==> src/design/hcsv_pkg.sv <==
// Package for the header-tagged CSV integer parser.
// Holds shared types, character codes and configuration register indexes.
// No dependencies.
package hcsv_pkg;

  localparam int MAX_FIELDS_DEF = 8;
  localparam int HEADER_MAX     = 8;
  localparam int RESULT_CAP     = 8;
  localparam int CNT_W          = 4;
  localparam int VALUE_W        = 32;

  localparam logic [7:0] CH_NEWLINE = 8'h0A;
  localparam logic [7:0] CH_COMMA   = 8'h2C;
  localparam logic [7:0] CH_SPACE   = 8'h20;
  localparam logic [7:0] CH_TAB     = 8'h09;
  localparam logic [7:0] CH_VTAB    = 8'h0B;
  localparam logic [7:0] CH_FFEED   = 8'h0C;
  localparam logic [7:0] CH_CR      = 8'h0D;
  localparam logic [7:0] CH_PLUS    = 8'h2B;
  localparam logic [7:0] CH_MINUS   = 8'h2D;
  localparam logic [7:0] CH_ZERO    = 8'h30;
  localparam logic [7:0] CH_NINE    = 8'h39;

  typedef enum logic [1:0] {
    CFG_HEADER_LENGTH = 2'd0,
    CFG_HEADER_TEXT   = 2'd1,
    CFG_FIELD_COUNT   = 2'd2
  } cfg_index_t;

  typedef enum logic [3:0] {
    LP_HEADER = 4'b0001,
    LP_FIELDS = 4'b0010,
    LP_DONE   = 4'b0100,
    LP_REJECT = 4'b1000
  } line_phase_t;

  typedef enum logic [3:0] {
    NP_BLANKS  = 4'b0001,
    NP_SIGNED  = 4'b0010,
    NP_DIGITS  = 4'b0100,
    NP_STOPPED = 4'b1000
  } number_phase_t;

  typedef struct packed {
    logic [3:0]  header_length;
    logic [63:0] header_text;
    logic [3:0]  field_count;
  } cfg_t;

  typedef struct packed {
    logic             load;
    logic [CNT_W-1:0] count;
  } emit_t;

  function automatic int field_cap(input int max_fields);
    return (max_fields < RESULT_CAP) ? max_fields : RESULT_CAP;
  endfunction

endpackage

==> src/design/header_csv_integer_parser.sv <==
// Top level of the header-tagged CSV integer parser.
// Depends on hcsv_pkg, hcsv_cfg_regs, hcsv_parser and hcsv_result_buf.
//
// Text comes in one character per item on in_valid/in_stall/line_byte. Each
// character is registered and then parsed; a new item is taken every cycle
// while in_stall is low. A line whose first field matches the header has its
// next field_count fields parsed as signed decimals; the newline copies them
// into the result buffer and they leave on out_valid/out_stall as
// field_index, field_value and last_field, one per cycle while out_stall is
// low, the first in the cycle after the newline is parsed. Input keeps flowing
// while results drain; only a newline that would emit while the buffer still
// holds the previous line is held, stalling the input until the last result
// is taken. A stalled result holds its value.
// The config port (cfg_valid/cfg_ready, cfg_index, cfg_data) is always ready.
// Reset clears the parse state to the start of a line and sets the
// registers to header length 2, header text 0 and field count 3.
module header_csv_integer_parser #(
  parameter int MAX_FIELDS = hcsv_pkg::MAX_FIELDS_DEF
) (
  input  logic               clk,
  input  logic               rst,
  input  logic               in_valid,
  output logic               in_stall,
  input  logic [7:0]         line_byte,
  output logic               out_valid,
  input  logic               out_stall,
  output logic [2:0]         field_index,
  output logic signed [31:0] field_value,
  output logic               last_field,
  input  logic               cfg_valid,
  output logic               cfg_ready,
  input  logic [1:0]         cfg_index,
  input  logic [63:0]        cfg_data
);
  import hcsv_pkg::*;

  localparam int FieldCap = field_cap(MAX_FIELDS);

  cfg_t  cfg;
  emit_t emit;
  logic  can_load;
  logic [FieldCap-1:0][VALUE_W-1:0] snap_data;

  hcsv_cfg_regs u_cfg (
    .clk       (clk),
    .rst       (rst),
    .cfg_valid (cfg_valid),
    .cfg_ready (cfg_ready),
    .cfg_index (cfg_index),
    .cfg_data  (cfg_data),
    .cfg       (cfg)
  );

  hcsv_parser #(.MAX_FIELDS(MAX_FIELDS)) u_parser (
    .clk       (clk),
    .rst       (rst),
    .in_valid  (in_valid),
    .in_stall  (in_stall),
    .line_byte (line_byte),
    .cfg       (cfg),
    .can_load  (can_load),
    .emit      (emit),
    .snap_data (snap_data)
  );

  hcsv_result_buf #(.MAX_FIELDS(MAX_FIELDS)) u_result (
    .clk         (clk),
    .rst         (rst),
    .emit        (emit),
    .snap_data   (snap_data),
    .can_load    (can_load),
    .out_valid   (out_valid),
    .out_stall   (out_stall),
    .field_index (field_index),
    .field_value (field_value),
    .last_field  (last_field)
  );

  a_stall_only_when_busy: assert property (@(posedge clk) disable iff (rst)
    in_stall |-> out_valid)
    else $error("input stalled with empty result buffer");

  a_line_restarts_at_zero: assert property (@(posedge clk) disable iff (rst)
    out_valid && !out_stall && last_field |=> !out_valid || field_index == 3'd0)
    else $error("new line does not start at index zero");

  a_index_steps: assert property (@(posedge clk) disable iff (rst)
    out_valid && !out_stall && !last_field |=>
      out_valid && field_index == 3'($past(field_index) + 3'd1))
    else $error("result index did not step by one");

endmodule

==> src/design/hcsv_cfg_regs.sv <==
// Configuration registers of the CSV integer parser.
// Depends on hcsv_pkg.
module hcsv_cfg_regs (
  input  logic              clk,
  input  logic              rst,
  input  logic              cfg_valid,
  output logic              cfg_ready,
  input  logic [1:0]        cfg_index,
  input  logic [63:0]       cfg_data,
  output hcsv_pkg::cfg_t    cfg
);
  import hcsv_pkg::*;

  assign cfg_ready = 1'b1;

  always_ff @(posedge clk) begin
    if (rst) begin
      cfg.header_length <= 4'd2;
      cfg.header_text   <= 64'd0;
      cfg.field_count   <= 4'd3;
    end else if (cfg_valid) begin
      unique case (cfg_index_t'(cfg_index))
        CFG_HEADER_LENGTH: cfg.header_length <= cfg_data[3:0];
        CFG_HEADER_TEXT:   cfg.header_text   <= cfg_data;
        CFG_FIELD_COUNT:   cfg.field_count   <= cfg_data[3:0];
        default: ;
      endcase
    end
  end

endmodule

==> src/design/hcsv_parser.sv <==
// Input register, line/number parsing state and field store.
// Depends on hcsv_pkg.
module hcsv_parser #(
  parameter int MAX_FIELDS = hcsv_pkg::MAX_FIELDS_DEF
) (
  input  logic                 clk,
  input  logic                 rst,
  input  logic                 in_valid,
  output logic                 in_stall,
  input  logic [7:0]           line_byte,
  input  hcsv_pkg::cfg_t       cfg,
  input  logic                 can_load,
  output hcsv_pkg::emit_t      emit,
  output logic [hcsv_pkg::field_cap(MAX_FIELDS)-1:0][hcsv_pkg::VALUE_W-1:0] snap_data
);
  import hcsv_pkg::*;

  localparam int FieldCap = field_cap(MAX_FIELDS);

  logic [7:0] byte_q;
  logic       full;

  line_phase_t   lp, lp_next;
  number_phase_t np, np_next;
  logic [3:0]    hp, hp_next;
  logic          hm, hm_next;
  logic [3:0]    cf, cf_next;
  logic          neg, neg_next;
  logic [VALUE_W-1:0] acc, acc_next;
  logic [VALUE_W-1:0] store [FieldCap];

  logic [3:0] hl, cnt;
  logic is_nl, is_comma, blank, digit, sign;
  logic needs_emit, advance, comma_wr;
  logic [VALUE_W-1:0] value, acc_step;

  assign hl  = (cfg.header_length > 4'(HEADER_MAX)) ? 4'(HEADER_MAX) : cfg.header_length;
  assign cnt = (cfg.field_count > 4'(FieldCap)) ? 4'(FieldCap) : cfg.field_count;

  assign is_nl    = (byte_q == CH_NEWLINE);
  assign is_comma = (byte_q == CH_COMMA);
  assign blank    = (byte_q == CH_SPACE) || (byte_q == CH_TAB) || (byte_q == CH_VTAB) ||
                    (byte_q == CH_FFEED) || (byte_q == CH_CR);
  assign digit    = (byte_q >= CH_ZERO) && (byte_q <= CH_NINE);
  assign sign     = (byte_q == CH_PLUS) || (byte_q == CH_MINUS);

  assign value    = neg ? (VALUE_W'(0) - acc) : acc;
  assign acc_step = (acc << 3) + (acc << 1) + {{(VALUE_W-4){1'b0}}, byte_q[3:0]};

  assign needs_emit = is_nl && ((lp == LP_FIELDS) || (lp == LP_DONE)) && (cnt != 4'd0);
  assign in_stall   = full && needs_emit && !can_load;
  assign advance    = full && !in_stall;

  assign emit.load  = advance && needs_emit;
  assign emit.count = cnt;

  always_comb begin
    for (int i = 0; i < FieldCap; i++) begin
      snap_data[i] = ((lp == LP_FIELDS) && (4'(i) >= cf)) ? value : store[i];
    end
  end

  always_comb begin
    lp_next  = lp;
    np_next  = np;
    hp_next  = hp;
    hm_next  = hm;
    cf_next  = cf;
    neg_next = neg;
    acc_next = acc;
    comma_wr = 1'b0;
    if (is_nl) begin
      lp_next  = LP_HEADER;
      hp_next  = 4'd0;
      hm_next  = 1'b1;
      cf_next  = 4'd0;
      np_next  = NP_BLANKS;
      neg_next = 1'b0;
      acc_next = '0;
    end else begin
      unique case (lp)
        LP_HEADER: begin
          if (is_comma) begin
            if (hm && (hp == hl)) begin
              lp_next  = (cnt == 4'd0) ? LP_DONE : LP_FIELDS;
              cf_next  = 4'd0;
              np_next  = NP_BLANKS;
              neg_next = 1'b0;
              acc_next = '0;
            end else begin
              lp_next = LP_REJECT;
            end
          end else begin
            if ((hp >= hl) || (cfg.header_text[{hp[2:0], 3'b000} +: 8] != byte_q)) begin
              hm_next = 1'b0;
            end
            if (hp != 4'd15) begin
              hp_next = hp + 4'd1;
            end
          end
        end
        LP_FIELDS: begin
          if (is_comma) begin
            comma_wr = 1'b1;
            cf_next  = cf + 4'd1;
            np_next  = NP_BLANKS;
            neg_next = 1'b0;
            acc_next = '0;
            if (cf + 4'd1 >= cnt) begin
              lp_next = LP_DONE;
            end
          end else begin
            unique case (np)
              NP_BLANKS: begin
                if (blank) begin
                  np_next = NP_BLANKS;
                end else if (sign) begin
                  neg_next = (byte_q == CH_MINUS);
                  np_next  = NP_SIGNED;
                end else if (digit) begin
                  acc_next = acc_step;
                  np_next  = NP_DIGITS;
                end else begin
                  np_next = NP_STOPPED;
                end
              end
              NP_SIGNED, NP_DIGITS: begin
                if (digit) begin
                  acc_next = acc_step;
                  np_next  = NP_DIGITS;
                end else begin
                  np_next = NP_STOPPED;
                end
              end
              NP_STOPPED: np_next = NP_STOPPED;
              default:    np_next = NP_STOPPED;
            endcase
          end
        end
        LP_DONE, LP_REJECT: lp_next = lp;
        default:            lp_next = LP_REJECT;
      endcase
    end
  end

  always_ff @(posedge clk) begin
    if (rst) begin
      full <= 1'b0;
    end else if (!in_stall) begin
      full <= in_valid;
    end
  end

  always_ff @(posedge clk) begin
    if (!in_stall) begin
      byte_q <= line_byte;
    end
  end

  always_ff @(posedge clk) begin
    if (rst) begin
      lp  <= LP_HEADER;
      np  <= NP_BLANKS;
      hp  <= 4'd0;
      hm  <= 1'b1;
      cf  <= 4'd0;
      neg <= 1'b0;
      acc <= '0;
    end else if (advance) begin
      lp  <= lp_next;
      np  <= np_next;
      hp  <= hp_next;
      hm  <= hm_next;
      cf  <= cf_next;
      neg <= neg_next;
      acc <= acc_next;
    end
  end

  // newline fills the missing tail with the open field's value
  always_ff @(posedge clk) begin
    for (int i = 0; i < FieldCap; i++) begin
      if (advance && is_nl && (lp == LP_FIELDS) && (4'(i) >= cf) && (4'(i) < cnt)) begin
        store[i] <= value;
      end else if (advance && comma_wr && (cf == 4'(i))) begin
        store[i] <= value;
      end
    end
  end

endmodule

==> src/design/hcsv_result_buf.sv <==
// Result buffer: holds one line's values and hands them out in index order.
// Depends on hcsv_pkg.
module hcsv_result_buf #(
  parameter int MAX_FIELDS = hcsv_pkg::MAX_FIELDS_DEF
) (
  input  logic                 clk,
  input  logic                 rst,
  input  hcsv_pkg::emit_t      emit,
  input  logic [hcsv_pkg::field_cap(MAX_FIELDS)-1:0][hcsv_pkg::VALUE_W-1:0] snap_data,
  output logic                 can_load,
  output logic                 out_valid,
  input  logic                 out_stall,
  output logic [2:0]           field_index,
  output logic signed [31:0]   field_value,
  output logic                 last_field
);
  import hcsv_pkg::*;

  localparam int FieldCap = field_cap(MAX_FIELDS);

  logic [VALUE_W-1:0] snap [FieldCap];
  logic [CNT_W-1:0]   idx;
  logic [CNT_W-1:0]   total;
  logic               take;

  assign take        = out_valid && !out_stall;
  assign last_field  = (idx + 4'd1 == total);
  assign can_load    = !out_valid || (take && last_field);
  assign field_index = idx[2:0];
  assign field_value = signed'(snap[0]);

  always_ff @(posedge clk) begin
    if (rst) begin
      out_valid <= 1'b0;
      idx       <= '0;
      total     <= '0;
    end else if (emit.load) begin
      out_valid <= 1'b1;
      idx       <= '0;
      total     <= emit.count;
    end else if (take) begin
      if (last_field) begin
        out_valid <= 1'b0;
      end else begin
        idx <= idx + 4'd1;
      end
    end
  end

  always_ff @(posedge clk) begin
    if (emit.load) begin
      for (int i = 0; i < FieldCap; i++) begin
        snap[i] <= snap_data[i];
      end
    end else if (take) begin
      for (int i = 0; i < FieldCap - 1; i++) begin
        snap[i] <= snap[i+1];
      end
    end
  end

endmodule

==> config.mk <==
export PLATFORM = sky130hd
export DESIGN_NAME = header_csv_integer_parser
export DESIGN_NICKNAME = d
export VERILOG_FILES = /design/src/design/hcsv_pkg.sv /design/src/design/header_csv_integer_parser.sv /design/src/design/hcsv_cfg_regs.sv /design/src/design/hcsv_parser.sv /design/src/design/hcsv_result_buf.sv
export SDC_FILE = /design/constraint.sdc
export NUM_CORES = 1
export LEC_CHECK = 0
export ABC_AREA = 1
export BUFFER_PORTS_ARGS = -buffer_cell sky130_fd_sc_hd__buf_2
export CAP_MARGIN = 5
export CORE_AREA = 3 3 333 253
export CTS_CLUSTER_SIZE = 40
export DETAILED_ROUTE_END_ITERATION = 12
export DIE_AREA = 0 0 336 256
export PLACE_DENSITY = 0.55
export SYNTH_ARGS = -nofsm -noshare
export SYNTH_HDL_FRONTEND = slang
export SYNTH_HIERARCHICAL = 1
export SYNTH_SLANG_ARGS = --single-unit
==> constraint.sdc <==
create_clock -name clk -period 9.7 [get_ports clk]
set_clock_uncertainty 0.1 [all_clocks]
set_input_delay 1.455 -clock clk [delete_from_list [all_inputs] [get_ports clk]]
set_output_delay 1.455 -clock clk [all_outputs]
set_load 0.1 [all_outputs]
==> results.md, run 1 <==
- Slew margin rel.: 0.165
- Die Width: about 340 um
- Synthesized area per cell: roughly 9.8 um2
- Leak: 16.3 nW
- Synthesized flop and latch total: 652
- Worst-skew pair later-pin latency: around 630 ps
- Syn Nets: around 3,500
- # DRC: 0
- Core Area: 81,500 um2
- Min cycle time layout: between 4000 and 5000 ps
- Clk buf depth: 3
- Hold-fix buffers, CTS: 0
- Post-synth EDFFs: 520
- CP Max Fanout: between 100 and 150
- Area leader, netlist: edfxtp_1
- Pin count of the biggest net entering global routing: between 100 and 150
- Most used flip-flop cell after synthesis: edfxtp_1
- WP data arrival: 5190 ps
- RePlAce Congestion: slightly below 0.9
- Layout cell share with drive strength beyond 1: 0.156
- VDD IR-drop max: about 0.14 mV
- Final setup vio count: 0
- Leading cell types in the layout, fill and taps excluded: 1,245 x nand2_1, 520 x edfxtp_1, 278 x nor2_1, 265 x inv_1, 180 x mux2_4
- Initial detailed-routing violation count: approximately 1,700
- Critical path class: reg -> reg
- # diodes: 0
- WHS: approximately 370 ps
- PostCTS Resize Cnt: 0
- Routed Antenna Nets: 0
- Die H: ~260 um
- RSZ-0062 raised after global routing: no
- Setup TNS: 0 ps
- Max-cap violations: 0
- Initial antenna violation count: 0
- Clock-pin slew on the worst setup and hold paths: ~60 ps
- # rows: a little over 90
- Via count: roughly 22,000
- Vias in the first global route: approximately 20,000
- Final non-filler cell area: roughly 36,000 um2
- Cell variety after synth: 57
- Total CTS buffers: 71
- First-pass GRT wire length: 119,000 um
- DR pass1 iterations: 6
- Ys async rst share: 0
- Total power: between 5 and 6 mW
- Status: complete, no violations
- Syn Inst Count: roughly 3,400
- Congestion Overflow GR: 0
- # IOs: 118
- Post-DR vias/cell: 4.78
- Commonest non-fill, non-tap cell in the layout: nand2_1
- Area grow syn2layout: 10.1%
- Seq/Total Area, Yosys: 0.552
- Crit share post-route: 0.507
- Synth warn: 6
- Die area: between 80,000 and 90,000 um2
- Top cell type's share of synthesized area: 0.472
- Initial Utilization: 0.406
- Total GRT Usage: 0.174
- Required time of the critical path: about 10000 ps
- CTS tree: yes
- Root Driver: clkbuf_16
- Least-Margin Pin Slew: ~1200 ps
- Maximum clock frequency: between 0.2 and 0.25 GHz
- Postcts setup bufs: 0
- Pwr/cell area: roughly 160 nW/um2
- Post-Syn Area: between 30,000 and 40,000 um2
- Placed Area: ~34,000 um2
- Largest cells by area after synthesis: edfxtp_1 47%, nand2_1 14%, mux2_4 8.2%
- PortBufs: 116
- Fin. Hold Viols: 0
- CTS H-tree depth: 3
- CTS Sinks: about 650
- Final Max Slew Viols: 0
- Nets: about 3,600
- Hold Crit Class: reg -> reg
- Crit start category: register
- Post-detail-place hpwl: slightly above 50,000 um
- Crit end category: register
- DR WL/cell: 16.5 um
- WL final: about 75,000 um
-- layer usage --
metal / GRT usage / vias up / routed length (um)
met1: 0.284 / 10100 / 41200
met3: 0.0272 / 97 / 3360
li1: - / 11200 / -
met5: 0 / - / 0
met2: 0.236 / 423 / 29500
met4: 0.0392 / 0 / 1290
-- final cells by class --
| class | instances | area [um2] |
|---|---|---|
| clock inverter | 40 | 287 |
| multi-input combinational | 2283 | 12700 |
| timing repair buffer | 152 | 863 |
| clock buffer | 89 | 1890 |
| tap | 1069 | 1340 |
| sequential | 652 | 18300 |
| inverter | 284 | 1080 |
| fill | 7688 | 45100 |
-- critical path, cell delays in order (launching register included) --
cell and delay [ps]:
dfxtp_1 470, ha_1 310, nand2_1 80, nand3_1 80, nor2_2 160, nand3_1 100, nand2_1 130, inv_1 90
nor2_4 100, buf_4 610, inv_6 320, nand2_8 800, buf_12 680, mux2_2 420
-- through the flow --
| stage | utilization | cells | worst slack (ps) |
|---|---|---|---|
| 3_5_place_dp | 0.420 | 4440 | 4240 |
| 5_1_grt | 0.447 | 4569 | 4430 |
| 3_3_place_gp | 0.420 | 4440 | 4320 |
| 6_report | 0.447 | 4569 | 4780 |
| 4_1_cts | 0.447 | 4569 | 4750 |
| 2_1_floorplan | - | 3383 | 645 |
-- cell families after synthesis --
family,share of synthesized area
flip-flops,0.552
XOR/XNOR,0.0118
AO/OA/AOI/OAI,0.0413
other,0.000113
buffers and inverters,0.0667
AND/OR/NAND/NOR,0.214
adder cells (fa/ha/maj),0.0284
multiplexers,0.0857
-- flip-flops by register name (all words and copies together), names as in the netlist, 4 cells and up --
signal and cells:
u_parser/np 4, u_result/total 4, u_cfg/cfg 72, u_parser/lp 4, u_parser/cf 4, u_result/snap 256
u_parser/byte_q 8, u_parser/store 256, u_parser/acc 32, u_result/idx 4, u_parser/hp 4
-- Yosys cell counts, types with 17 or more instances --
master    number
a21oi_1       72
buf_2         20
buf_4         37
buf_6         20
buf_8         18
clkbuf_1      60
dfxtp_1      132
edfxtp_1     520
ha_1          72
inv_1        265
inv_2         17
mux2_4       180
nand2_1     1246
nand3_1      121
nand4_1       21
nor2_1       281
o21ai_0       94
xor2_1        32
-- path summary, 6_finish.rpt --
path | start | endpoint | slack (ps) | cells after the start
worst max-delay path | u_result/idx[0] | u_result/snap[1][31] | 4780 | 13
worst min-delay path | u_parser/np[3] | u_parser/np[3] | 370 | 2
worst max register to register | u_result/idx[0] | u_result/snap[1][31] | 4780 | 13
worst min register to register | u_parser/np[3] | u_parser/np[3] | 370 | 2
-- power breakdown --
group / switching [mW] / internal (mW)
Clock: 1.13 / 1.42
Combinational: 0.142 / 0.0651
Sequential: 0.0158 / 3.00
Total: 1.28 / 4.48
Note: power is estimated with default switching activity, not from simulation.
==> run 2: changes to the inputs <==
Clock period 9.7 ns to 4.86 ns, I/O delays scaled along.
==> run 2 against run 1 <==
Against the previous run:
- core utilization increased by 0.39 points
- combinational power increased by 100%
- global-route usage rose by 0.075 points
- die area stayed put
- sequential power is 99% higher
- worst hold slack worse by 190 ps
- total power increased by 100%
- sequential share of layout area fell by 0.43 points
- clock power grew 110%
- critical path depth grew 2
- largest power group unchanged
- highest routed layer unchanged
==> results.md, run 2 (same netlist as run 1, synthesis figures left out) <==
- Status: complete, no violations
- Total CTS buffers: 70 (-1.4%)
- Largest registers: u_parser/store (256), u_result/snap (256), u_cfg/cfg (72)
- Die Width: 336 um (unchanged)
- Via count: 22,000 (+0.73%)
- Core Area: 81,500 um2 (unchanged)
- Postcts setup bufs: 0 (unchanged)
- Post-detail-place hpwl: 51,600 um (+1.2%)
- RSZ-0062 raised after global routing: no
- Die H: 256 um (unchanged)
- Nets: 3,613 (+0.44%)
- Final non-filler cell area: 36,800 um2 (+0.87%)
- Min cycle time layout: 3720 ps (-1200 ps)
- Setup crit end: u_parser/store[0][109]
- Initial Utilization: 0.406 (unchanged)
- Area grow syn2layout: 11.1%
- Worst-skew pair later-pin latency: 620 ps (about the same)
- Clock-pin slew on the worst setup and hold paths: 60 ps (about the same)
- First-pass GRT wire length: 120,000 um (+0.60%)
- RePlAce Congestion: 0.889 (+2.2%)
- Critical path class: reg -> reg
- Crit share post-route: 0.766 (+0.259)
- Setup TNS: 0 ps (unchanged)
- Commonest non-fill, non-tap cell in the layout: nand2_1
- CTS Sinks: 652 (unchanged)
- R2R cell count: 15 (+2)
- Slew margin rel.: 0.303 (+0.138)
- Post-DR vias/cell: 4.80 (+0.36%)
- Critical Path Source: u_result/idx[0]
- PortBufs: 116 (unchanged)
- Root Driver: clkbuf_16
- Multi-input gate area: 12,700 um2 (about the same)
- Crit end category: register
- Initial antenna violation count: 0 (unchanged)
- CTS tree: yes
- Reg2reg end: u_parser/store[0][109]
- Maximum clock frequency: 0.269 GHz (+32%)
- Final setup vio count: 0 (unchanged)
- Leak: 16.5 nW (+1.1%)
- CP Max Fanout: 32 (-69%)
- Placed Area: 34,500 um2 (+0.54%)
- Crit start category: register
- CTS H-tree depth: 3 (unchanged)
- WP data arrival: 3890 ps (-1300 ps)
- Clk buf depth: 3 (unchanged)
- Congestion Overflow GR: 0 (unchanged)
- R2R Setup Slk: 1140 ps (-3640 ps)
- Pin count of the biggest net entering global routing: 76 (-26%)
- VDD IR-drop max: 0.220 mV (+59%)
- Vias in the first global route: 20,400 (+0.63%)
- Reg area: 18,300 um2 (unchanged)
- # rows: 91 (unchanged)
- RR Startpoint: u_result/idx[0]
- Final Max Slew Viols: 0 (unchanged)
- Routed Antenna Nets: 0 (unchanged)
- # IOs: 118 (unchanged)
- Die area: 86,000 um2 (unchanged)
- # diodes: 0 (unchanged)
- Hold-fix buffers, CTS: 0 (unchanged)
- DR pass1 iterations: 5 (-1)
- Max-cap violations: 0 (unchanged)
- DR WL/cell: 16.6 um (+0.42%)
- Least-Margin Pin Slew: 1040 ps (-207 ps)
- Initial detailed-routing violation count: 1,702 (+1.7%)
- PostCTS Resize Cnt: 0 (unchanged)
- Total GRT Usage: 0.175 (+0.000745)
- Required time of the critical path: 5030 ps (-4940 ps)
- # fillers: 7,599 (-1.2%)
- Leading cell types in the layout, fill and taps excluded: 1,245 x nand2_1, 520 x edfxtp_1, 278 x nor2_1, 265 x inv_1, 180 x mux2_4
- Fin. Hold Viols: 0 (unchanged)
- WL final: 75,900 um (+0.79%)
- Layout cell share with drive strength beyond 1: 0.162 (+0.00579)
- # DRC: 0 (unchanged)
- Pwr/cell area: 321 nW/um2 (+100%)
- Hold Crit Class: in -> reg
- Total power: 11.8 mW (+100%)
==> run 2: cell types whose count changed in the layout (fill, tap and decap cells not counted), moves of 2 or more <==
| cell | before | now |
|---|---|---|
| clkinv_8 | 2 | 0 |
| bufinv_16 | 1 | 6 |
| buf_12 | 1 | 5 |
| buf_4 | 35 | 48 |
| clkbuf_16 | 72 | 70 |
| clkinv_2 | 8 | 10 |
| clkbuf_1 | 15 | 19 |
| inv_16 | 1 | 3 |
| clkinv_1 | 19 | 9 |
==> run 2: report_power, final <==
part / internal [mW] / switching, mW
sequential: 5.99 / 0.0319
clock: 3.08 / 2.29
combinational: 0.132 / 0.286
total: 9.20 / 2.61
==> run 2: worst min-delay path by stage <==
stage	from	endpoint	slack, ps	cells past startpoint
after CTS	line_byte[6]	u_parser/byte_q[6]	140	1
final	line_byte[6]	u_parser/byte_q[6]	180	1
after global placement	u_parser/np[3]	u_parser/np[3]	360	2
after floorplan	u_parser/hm	u_parser/hm	340	2
after global routing	line_byte[7]	u_parser/byte_q[7]	160	1
after detailed placement	u_parser/np[3]	u_parser/np[3]	360	2
==> run 2: through the flow <==
stage	utilization	hold slack, ps	setup slack [ps]	std cells
CTS	0.451	140	1130	4586
floorplan	-	339	35.6	3383
detailed placement	0.423	361	1140	4457
global route	0.451	156	778	4586
finish	0.451	182	1140	4586
global placement	0.423	355	1130	4457
==> run 2: cell type report <==
class	count	area share
Clock buffer	93	0.0508
Clock inverter	36	0.0118
Inverter	284	0.0293
Multi-Input combinational cell	2283	0.347
Sequential cell	652	0.497
Tap cell	1069	0.0364
Timing Repair Buffer	169	0.0283
==> run 2: routing by layer <==
metal	up-vias	global-route usage	share of wire
met1	10200	0.289	0.55
met5	-	0	0
met4	0	0.0432	0.019
met3	88	0.0268	0.050
met2	440	0.232	0.38
li1	11200	-	-
==> run 2: critical path, stage by stage, from the launching register on <==
cell     delay, ps
dfxtp_1        480
ha_1           310
nand2_1         80
nand3_1        110
nor2_2         160
nand3_1        100
nand2_1        140
nor2_1          90
nand4_4        120
nand2_2        100
nor2_1         280
inv_1          230
a21oi_1        250
nand2_1        200
o21ai_4        170
buf_4          400
==> run 3: changes to the inputs <==
Clock period 4.86 ns to 3.55 ns, I/O delays scaled along.
==> run 3 against run 2 <==
Against the previous run:
- non-clock buffer count increased by 24
- flip-flop and latch count unchanged
- register-to-register slack got worse by 810 ps
- largest cell class unchanged
==> results.md, run 3 (same netlist as run 1, synthesis figures left out) <==
- Total CTS buffers: 69 (-1.4%)
- CP max stage delay: 440 ps (-40 ps)
- Leak: 16.6 nW (+0.90%)
- Final Util: 0.456 (+0.00465)
- # rows: 91 (unchanged)
- Max-cap violations: 0 (unchanged)
- Initial Utilization: 0.406 (unchanged)
- Final setup vio count: 0 (unchanged)
- Via count: 22,000 (-0.23%)
- Commonest non-fill, non-tap cell in the layout: nand2_1
- Root Driver: clkbuf_16
- CTS H-tree depth: 3 (unchanged)
- Area grow syn2layout: 12.2%
- Multi-input gate area: 12,700 um2 (about the same)
- WP data arrival: 2670 ps (-1220 ps)
- Hold Crit Class: in -> reg
- Slew margin rel.: 0.393 (+0.0893)
- Worst-skew pair later-pin latency: 610 ps (about the same)
- CP Max Fanout: 6 (-81%)
- Leading cell types in the layout, fill and taps excluded: 1,245 x nand2_1, 520 x edfxtp_1, 278 x nor2_1, 265 x inv_1, 180 x mux2_4
- Levels on crit path: 6 (-9)
- PortBufs: 116 (unchanged)
- Reg area: 18,300 um2 (about the same)
- Buf/Inv on CP: 1 (-1)
- Final non-filler cell area: 37,100 um2 (+1.0%)
- Post-DR vias/cell: 4.77 (-0.64%)
- GRT Max-Usage Layer: met1
- Grt met1 use: 0.285 (-0.00441)
- Die area: 86,000 um2 (unchanged)
- # DRC: 0 (unchanged)
- Post-Layout Cell Count: 4,605 (+0.41%)
- # diodes: 0 (unchanged)
- Clk buf depth: 3 (unchanged)
- Layout cell share with drive strength beyond 1: 0.166 (+0.00422)
- Min cycle time layout: ~3300 ps
- Pin count of the biggest net entering global routing: 101 (+33%)
- Critical path class: reg -> out
- Vias in the first global route: 20,600 (+1.1%)
- CTS Sinks: 652 (unchanged)
- # IOs: 118 (unchanged)
- VDD IR-drop max: 0.353 mV (+61%)
- Worst slack, placed: 282 ps (-858 ps)
- Global routing met3 resource utilization: 0.0257 (-0.00114)
- Routed Antenna Nets: 0 (unchanged)
- Status: complete, no violations
- First-pass GRT wire length: 119,000 um (-0.34%)
- RSZ-0062 raised after global routing: no
- WHS: 39.4 ps (-143 ps)
- DR WL/cell: 16.4 um (-1.1%)
- DR pass1 iterations: 5 (unchanged)
- Setup TNS: 0 ps (unchanged)
- Total GRT Usage: 0.174 (-0.000735)
- Placed Area: 34,700 um2 (+0.75%)
- Inst Count DP: 4,473 (+0.36%)
- Final Max Slew Viols: 0 (unchanged)
- Met2 GRT Util: 0.237 (+0.00515)
- Post-detail-place hpwl: 52,400 um (+1.4%)
- Die Width: 336 um (unchanged)
- Initial antenna violation count: 1 (+1)
- Nets: 3,636 (+0.64%)
- Initial detailed-routing violation count: 1,583 (-7.0%)
- WL final: 75,400 um (-0.70%)
- R2R cell count: 16 (+1)
- Clock-pin slew on the worst setup and hold paths: 60 ps (about the same)
- Core Area: 81,500 um2 (unchanged)
- Maximum clock frequency: slightly above 0.3 GHz
- Hold path depth: 3 (+2)
- Die H: 256 um (unchanged)
- Setup WS post-layout: 246 ps (-891 ps)
- RePlAce Congestion: 0.885 (-0.52%)
- Pwr/cell area: 439 nW/um2 (+36%)
- Critical path, cell by cell: nor2_2, nand3_1, nor2_8, nand4_1, nor2_1, clkbuf_4
- Fin. Hold Viols: 0 (unchanged)
- Crit start category: register
- Crit end category: output port
- # fillers: 7,690 (+1.2%)
- Delay-heaviest family, CP: simple AND/OR/NAND/NOR gates
- Required time of the critical path: 2920 ps (-2110 ps)
- Largest registers: u_parser/store (256), u_result/snap (256), u_cfg/cfg (72)
- Slowest cell on crit path: edfxtp_1
- CTS tree: yes
- Least-Margin Pin Slew: 911 ps (-130 ps)
- Postcts setup bufs: 0 (unchanged)
- Congestion Overflow GR: 0 (unchanged)
- Crit share post-route: 0.931
- Total power: 16.3 mW (+38%)
run 3: cell types whose count changed in the layout (fill, tap and decap cells not counted), moves of 4 or more:
cell / previous run / this run
buf_12: 5 / 16
dlygate4sd3_1: 0 / 8
bufinv_16: 6 / 10
clkbuf_1: 19 / 13
buf_4: 48 / 53
run 3: layout make-up:
type                       instances  share of cell area
multi-input combinational       2283               0.343
tap                             1069              0.0360
inverter                         284              0.0290
clock inverter                    41              0.0145
sequential                       652               0.492
timing repair buffer             193              0.0372
clock buffer                      83              0.0485
run 3: routing by layer:
layer / part of all wire / up-vias
met5: 0 / -
met4: 0.017 / 0
met3: 0.045 / 78
met2: 0.39 / 397
met1: 0.55 / 10200
li1: - / 11300
run 3: tightest hold or removal path, delay by kind of cell:
| kind | cells | cell delay (ps) |
|---|---|---|
| buffers and inverters | 1 | 70 |
| AND/OR/NAND/NOR | 2 | 110 |
run 3: worst paths after layout:
| kind | from | slack (ps) | to |
|---|---|---|---|
| min | cfg_data[23] | 40 | u_cfg/cfg[27] |
| max reg2reg | u_result/idx[0] | 330 | u_parser/store[0][116] |
| max | u_parser/byte_q[6] | 250 | in_stall |
| min reg2reg | u_parser/np[3] | 360 | u_parser/np[3] |
run 3: power by group:
| part | internal, mW | leakage (nW) | switching, mW |
|---|---|---|---|
| Sequential | 8.20 | 5.97 | 0.0419 |
| Combinational | 0.190 | 9.54 | 0.395 |
| Clock | 4.40 | 1.12 | 3.07 |
| Total | 12.8 | 16.6 | 3.51 |
run 3: repair_timing:
item	4_1_cts	5_1_grt
hold buffers	8	0
endpoints found under the hold margin	8	0
resized for setup	0	2
endpoints found under the setup margin	0	65
